File: src/kslpd_pkg.sv
// Shared types and constants for the key short/long press detector.
// No dependencies; imported by every module of the block.
package kslpd_pkg;

  localparam int KEYS_DEF = 3;

  localparam int PIN_W = 3;
  localparam int IDX_W = 2;
  localparam int CNT_W = 16;
  localparam int EV_W  = 2;
  localparam int CFG_IDX_W = 2;
  localparam int CFG_DATA_W = 16;

  localparam logic [CNT_W-1:0] DEBOUNCE_RST = 16'd10;
  localparam logic [CNT_W-1:0] LONG_RST     = 16'd3000;
  localparam logic [PIN_W-1:0] ACTIVE_RST   = 3'd4;
  localparam logic [CNT_W-1:0] CNT_MAX      = {CNT_W{1'b1}};

  localparam logic [EV_W-1:0] EV_NONE  = 2'd0;
  localparam logic [EV_W-1:0] EV_SHORT = 2'd1;
  localparam logic [EV_W-1:0] EV_LONG  = 2'd2;

  localparam logic OP_SAMPLE = 1'b0;
  localparam logic OP_READ   = 1'b1;

  localparam logic [CFG_IDX_W-1:0] REG_DEBOUNCE = 2'd0;
  localparam logic [CFG_IDX_W-1:0] REG_LONG     = 2'd1;
  localparam logic [CFG_IDX_W-1:0] REG_ACTIVE   = 2'd2;

  typedef struct packed {
    logic             sample;
    logic [CNT_W-1:0] debounce;
    logic [CNT_W-1:0] long_press;
  } lane_ctrl_t;

endpackage

File: src/kslpd_lane.sv
// One key lane: press state, saturating held counter and latched event.
// Depends on kslpd_pkg.
module kslpd_lane
  import kslpd_pkg::*;
(
  input  logic            clk,
  input  logic            rst_n,
  input  lane_ctrl_t      ctrl,
  input  logic            pin,
  input  logic            act,
  input  logic            clear,
  output logic [EV_W-1:0] pending
);

  logic             held_r, held_nxt;
  logic             fired_r, fired_nxt;
  logic [CNT_W-1:0] cnt_r, cnt_nxt;
  logic [EV_W-1:0]  ev_r, ev_nxt;
  logic [CNT_W-1:0] inc;
  logic [CNT_W-1:0] elapsed;
  logic             fired_eff;

  assign inc       = (cnt_r == CNT_MAX) ? cnt_r : cnt_r + 1'b1;
  assign elapsed   = held_r ? inc : '0;
  assign fired_eff = held_r ? fired_r : 1'b0;
  assign pending   = ev_r;

  always_comb begin
    held_nxt  = held_r;
    fired_nxt = fired_r;
    cnt_nxt   = cnt_r;
    ev_nxt    = ev_r;
    if (clear) begin
      ev_nxt = EV_NONE;
    end
    if (ctrl.sample) begin
      if (pin == act) begin
        held_nxt  = 1'b1;
        cnt_nxt   = elapsed;
        fired_nxt = fired_eff;
        if (elapsed >= ctrl.debounce && elapsed >= ctrl.long_press && !fired_eff) begin
          ev_nxt    = EV_LONG;
          fired_nxt = 1'b1;
        end
      end else begin
        if (held_r && inc >= ctrl.debounce && inc < ctrl.long_press && !fired_r) begin
          ev_nxt = EV_SHORT;
        end
        held_nxt  = 1'b0;
        fired_nxt = 1'b0;
        cnt_nxt   = '0;
      end
    end
  end

  always_ff @(posedge clk) begin
    if (!rst_n) begin
      held_r  <= 1'b0;
      fired_r <= 1'b0;
      cnt_r   <= '0;
      ev_r    <= EV_NONE;
    end else begin
      held_r  <= held_nxt;
      fired_r <= fired_nxt;
      cnt_r   <= cnt_nxt;
      ev_r    <= ev_nxt;
    end
  end

endmodule

File: src/kslpd_merge.sv
// Merge stage: select the addressed lane's event, issue its clear, register the result beat.
// Depends on kslpd_pkg.
module kslpd_merge
  import kslpd_pkg::*;
#(
  parameter int KEYS = KEYS_DEF
) (
  input  logic                       clk,
  input  logic                       rst_n,
  input  logic                       rd_beat,
  input  logic [IDX_W-1:0]           key_index,
  input  logic [KEYS-1:0][EV_W-1:0]  pending,
  output logic [KEYS-1:0]            clear,
  input  logic                       out_ready,
  output logic                       out_valid,
  output logic [EV_W-1:0]            out_event_code,
  output logic                       can_take
);

  logic            valid_r, valid_nxt;
  logic [EV_W-1:0] code_r, code_nxt;
  logic [EV_W-1:0] sel;

  always_comb begin
    sel = EV_NONE;
    for (int k = 0; k < KEYS; k++) begin
      clear[k] = rd_beat && (32'(key_index) == k);
      if (32'(key_index) == k) begin
        sel = sel | pending[k];
      end
    end
  end

  assign can_take = !valid_r || out_ready;

  always_comb begin
    valid_nxt = valid_r;
    code_nxt  = code_r;
    if (out_ready) begin
      valid_nxt = 1'b0;
    end
    if (rd_beat) begin
      valid_nxt = 1'b1;
      code_nxt  = sel;
    end
  end

  always_ff @(posedge clk) begin
    if (!rst_n) begin
      valid_r <= 1'b0;
    end else begin
      valid_r <= valid_nxt;
    end
  end

  always_ff @(posedge clk) begin
    code_r <= code_nxt;
  end

  assign out_valid      = valid_r;
  assign out_event_code = code_r;

endmodule

File: src/key_short_long_press_detector_core.sv
// Top level of the key short/long press detector: config registers, key lanes, merge stage.
// Depends on kslpd_pkg, kslpd_lane and kslpd_merge.
//
// A sample beat updates every key lane in parallel in the
// cycle it is accepted, and a read beat returns the addressed key's event through a one-deep
// output register on the next cycle and clears it. A beat is accepted every cycle while the
// output register is empty or being drained; only a stalled result holds off new beats.
// Active level, debounce and long-press thresholds are written through the cfg_ port while idle.
module key_short_long_press_detector_core
  import kslpd_pkg::*;
#(
  parameter int KEYS = KEYS_DEF
) (
  input  logic                  clk,
  input  logic                  rst_n,
  input  logic                  cfg_wr_en,
  input  logic [CFG_IDX_W-1:0]  cfg_index,
  input  logic [CFG_DATA_W-1:0] cfg_wdata,
  input  logic                  in_valid,
  output logic                  in_ready,
  input  logic                  in_operation,
  input  logic [PIN_W-1:0]      in_pin_levels,
  input  logic [IDX_W-1:0]      in_key_index,
  output logic                  out_valid,
  input  logic                  out_ready,
  output logic [EV_W-1:0]       out_event_code
);

  logic [CNT_W-1:0] debounce_r;
  logic [CNT_W-1:0] long_r;
  logic [PIN_W-1:0] active_r;

  logic                      beat;
  logic                      can_take;
  lane_ctrl_t                ctrl;
  logic [KEYS-1:0][EV_W-1:0] pending;
  logic [KEYS-1:0]           clear;

  always_ff @(posedge clk) begin
    if (!rst_n) begin
      debounce_r <= DEBOUNCE_RST;
      long_r     <= LONG_RST;
      active_r   <= ACTIVE_RST;
    end else if (cfg_wr_en) begin
      unique case (cfg_index)
        REG_DEBOUNCE: debounce_r <= cfg_wdata;
        REG_LONG:     long_r     <= cfg_wdata;
        REG_ACTIVE:   active_r   <= cfg_wdata[PIN_W-1:0];
        default: ;
      endcase
    end
  end

  assign in_ready = can_take;
  assign beat     = in_valid && can_take;

  assign ctrl.sample     = beat && (in_operation == OP_SAMPLE);
  assign ctrl.debounce   = debounce_r;
  assign ctrl.long_press = long_r;

  for (genvar k = 0; k < KEYS; k++) begin : g_lane
    logic pin;
    logic act;
    if (k < PIN_W) begin : g_pin
      assign pin = in_pin_levels[k];
      assign act = active_r[k];
    end else begin : g_nopin
      assign pin = 1'b0;
      assign act = 1'b0;
    end

    kslpd_lane u_lane (
      .clk     (clk),
      .rst_n   (rst_n),
      .ctrl    (ctrl),
      .pin     (pin),
      .act     (act),
      .clear   (clear[k]),
      .pending (pending[k])
    );
  end

  kslpd_merge #(
    .KEYS (KEYS)
  ) u_merge (
    .clk            (clk),
    .rst_n          (rst_n),
    .rd_beat        (beat && (in_operation == OP_READ)),
    .key_index      (in_key_index),
    .pending        (pending),
    .clear          (clear),
    .out_ready      (out_ready),
    .out_valid      (out_valid),
    .out_event_code (out_event_code),
    .can_take       (can_take)
  );

endmodule

File: config.mk
export PLATFORM = sky130hd
export DESIGN_NAME = key_short_long_press_detector_core
export DESIGN_NICKNAME = d
export VERILOG_FILES = /design/src/kslpd_pkg.sv /design/src/kslpd_lane.sv /design/src/kslpd_merge.sv /design/src/key_short_long_press_detector_core.sv
export SDC_FILE = /design/constraint.sdc
export NUM_CORES = 1
export LEC_CHECK = 0
export BUFFER_PORTS_ARGS = -buffer_cell sky130_fd_sc_hd__buf_2
export CAP_MARGIN = 20
export CELL_PAD_IN_SITES_DETAIL_PLACEMENT = 0
export CELL_PAD_IN_SITES_GLOBAL_PLACEMENT = 1
export CORE_ASPECT_RATIO = 2
export CORE_MARGIN = 2
export CORE_UTILIZATION = 35
export DETAILED_ROUTE_END_ITERATION = 10
export PLACE_DENSITY_LB_ADDON = 0.1
export SETUP_SLACK_MARGIN = 0.2
export SYNTH_ARGS = -nofsm -noshare
export SYNTH_HDL_FRONTEND = slang
export SYNTH_SLANG_ARGS = --single-unit
File: constraint.sdc
create_clock -name clk -period 10.26 [get_ports clk]
set_clock_uncertainty 0.1 [all_clocks]
set_input_delay 0.513 -clock clk [delete_from_list [all_inputs] [get_ports clk]]
set_output_delay 0.513 -clock clk [all_outputs]
set_load 0.05 [all_outputs]
==> out/results.ini <==
[layout]
final_nets = 1403
diodes = 0
drive_gt1_share_pct = 7.50
fin_area_mm2 = 0.0103
seq_area_mm2 = 0.00198
multiInputGateArea_mm2 = 0.00713
syn2layout_area_growth_pct = 8.01
fill_cells = 2877
instances_no_fill = 1562
fin_util_pct = 38.3

[routing]
drt-wirelength-per-cell_um = 23.6
vias_per_cell = 5.83
ant_nets = 0
drtIter0Drc = 544
drc = 0
drt_wl_total_um = 36900
first_pass_iters = 5
num_vias = 9105

[yosys]
synth_ff_type = dfxtp_1
syn_avg_cell_area_um2 = 7.90
synth_most_common_cell = ha_1
synthTopCellsByCount = 165 x ha_1, 141 x nand2_1, 109 x nor2_1, 96 x dfxtp_1, 85 x a21oi_1
synth-edff-count = 2
ys_types = 90
synthTopCellsByArea = ha_1 22%, dfxtp_1 20%, nand2_1 5.5%
synth-seq-cells = 98
synth-seq-area-share_pct = 20.8
async_flop_share_pct = 0
synth_nets = 1402
syn-cell-area_mm2 = 0.00954
synth_warnings = 0
yosys.area.top_type_share_pct = 21.6
synth_cells = 1208
yosys.area.top_type = ha_1

[critical_path]
endpoint_kind = flip-flop
cp_cell_sequence = ha_1 -> nand3_1 -> or2_1 -> or2b_1 -> nor2_1 -> and3_1 -> xnor2_1 -> nor2_1 -> ha_1 -> and3_1 -> a221o_1 -> a21o_1 -> nand3b_1 -> a41oi_1 -> o32ai_1 -> a31oi_1 -> o311a_1
critical_path_required_ns = 10.50
setup.worst_path.class = reg -> reg
slowest_delay_ns = 0.58
critPathMaxFanout = 8
reg2reg_depth = 17
critPathArrivalTime_ns = 4.77
crit_path_start_kind = flip-flop
critPathSlowestCell = dfxtp_1

[hold_path]
hold_path_class = in -> reg
hold_depth = 3

[floorplan]
die_h_um = 237
fp.coreArea_mm2 = 0.0269
rows = 85
dieWidth_um = 121
die_area_mm2 = 0.0287
initial_core_util_pct = 35.5
io-pin-count = 33

[clock_network]
clk_latency_ns = 0.39
clk_pin_slew_worst_paths_ns = 0.08
cts_tree = built
clock-root-buffer = clkbuf_16
numCtsBuffers = 9
cts_resized = 0
htreeDepth = 3
cts.path.max_buffers = 2
cts.sinks = 98
cts_setup_buffers = 0
cts.hold.buffers_added = 0

[grt]
track_usage_pct = 26.4
grt_max_degree = 79
grt_pass1_vias = 9040
grt-ovfl-total = 0
grt_first_pass_wirelength_um = 55800
grt_antenna_before_repair = 0

[place]
port_buffers = 32
dp_hpwl_um = 28500
placed_cell_area_mm2 = 0.0100
finalWeightedCongestion = 0.879
dp.cells = 1546

[timing]
fin_tns_setup_ns = 0
tightest_slew_ns = 1.08
finalSetupViolCount = 0
fin_crit_ns = 4.53
slew_viol_final = 0
rsz0062_at_grt = false
whs_ns = 0.262
finalCritPeriodShare_pct = 44.2
hold_viol_final = 0
slew_headroom_pct = 27.8
max_freq_mhz = 221

[power]
p_seq_share_pct = 44.8
swShare_pct = 32.5
p_comb_share_pct = 13.3
p_per_area_mw_per_mm2 = 85.9
p_switching_mw = 0.288
power_frac_clock_pct = 42.0
internal_power_mw = 0.597
p_leak_nw = 4.62
vdd_drop_max_v = 0.0000899

[flow_run]
max_cap_violations = 0

[status]
outcome = complete, no violations

[power by group through the flow]
stage,clock network [mW],logic (mW),registers [mW]
after floorplan,0,0.0686,0.401
after global placement,0,0.117,0.405
after detailed placement,0,0.117,0.405
after CTS,0.385,0.118,0.396
after global routing,0.395,0.128,0.397
final,0.371,0.117,0.396
[path summary, 6_finish.rpt]
check,from,slack [ns],to
worst max-delay path,g_lane[0].u_lane.cnt_r[0],5.73,g_lane[0].u_lane.pending[0]
worst min-delay path,cfg_wdata[6],0.26,debounce_r[6]
worst max register to register,g_lane[0].u_lane.cnt_r[0],5.73,g_lane[0].u_lane.pending[0]
worst min register to register,long_r[6],0.36,long_r[6]
[kinds of logic after synthesis]
group,synth area share (%)
AOI/OAI and AO/OA,22.8
xor gates and xnor gates,4.14
adders and majority gates,22.1
buffers and inverters,4.55
DFF,20.8
muxes,1.27
and+or+nand+nor,24.4
[cells in the final DEF, fill, tap and decap left out, types with 21 or more instances in the layout]
master / instances
a21o_1: 37
a21oi_1: 85
a22oi_1: 36
and2_1: 25
buf_2: 32
dfxtp_1: 96
ha_1: 165
inv_1: 55
nand2_1: 141
nand3_1: 30
nand4_1: 34
nor2_1: 109
nor3_1: 21
o21ai_0: 35
xnor2_1: 27
[area by class of cell]
class	instances	area share, %
multi-input cells	1000	69.2
flip-flops and latches	98	19.2
well taps	348	4.23
repair buffers	41	2.21
clock buffers	9	2.19
inverters	59	2.15
clock inverters	7	0.765
[critical path: cells and delay by family, from the launching register on]
family	cells	cell delay [ns]
AO/OA/AOI/OAI	6	1.37
XOR/XNOR	1	0.17
adder cells (fa/ha/maj)	2	0.62
flip-flops	1	0.58
AND/OR/NAND/NOR	8	1.65
[metrics by stage]
stage | setup slack (ns) | power [mW]
after floorplan | 6.42 | 0.469
after global placement | 5.90 | 0.522
after detailed placement | 5.79 | 0.522
after CTS | 5.76 | 0.899
after global routing | 5.41 | 0.920
final | 5.73 | 0.885
[layer usage]
| layer | up-vias | global-route usage, % | part of all wire, % |
|---|---|---|---|
| met3 | 70 | 2.90 | 2.6 |
| met4 | 0 | 15.6 | 6.1 |
| met2 | 191 | 49.9 | 54 |
| li1 | 4479 | - | - |
| met1 | 4365 | 27.3 | 37 |
| met5 | - | 0 | 0 |
[sequential cells by signal, summed over array words and instances (netlist names)]
signal                  flops
g_lane.u_lane.cnt_r        48
debounce_r                 16
long_r                     16
g_lane.u_lane.pending       6
active_r                    3
g_lane.u_lane.fired_r       3
g_lane.u_lane.held_r        3
u_merge.out_event_code      2
u_merge.out_valid           1
Note: power is estimated with default switching activity, not from simulation.
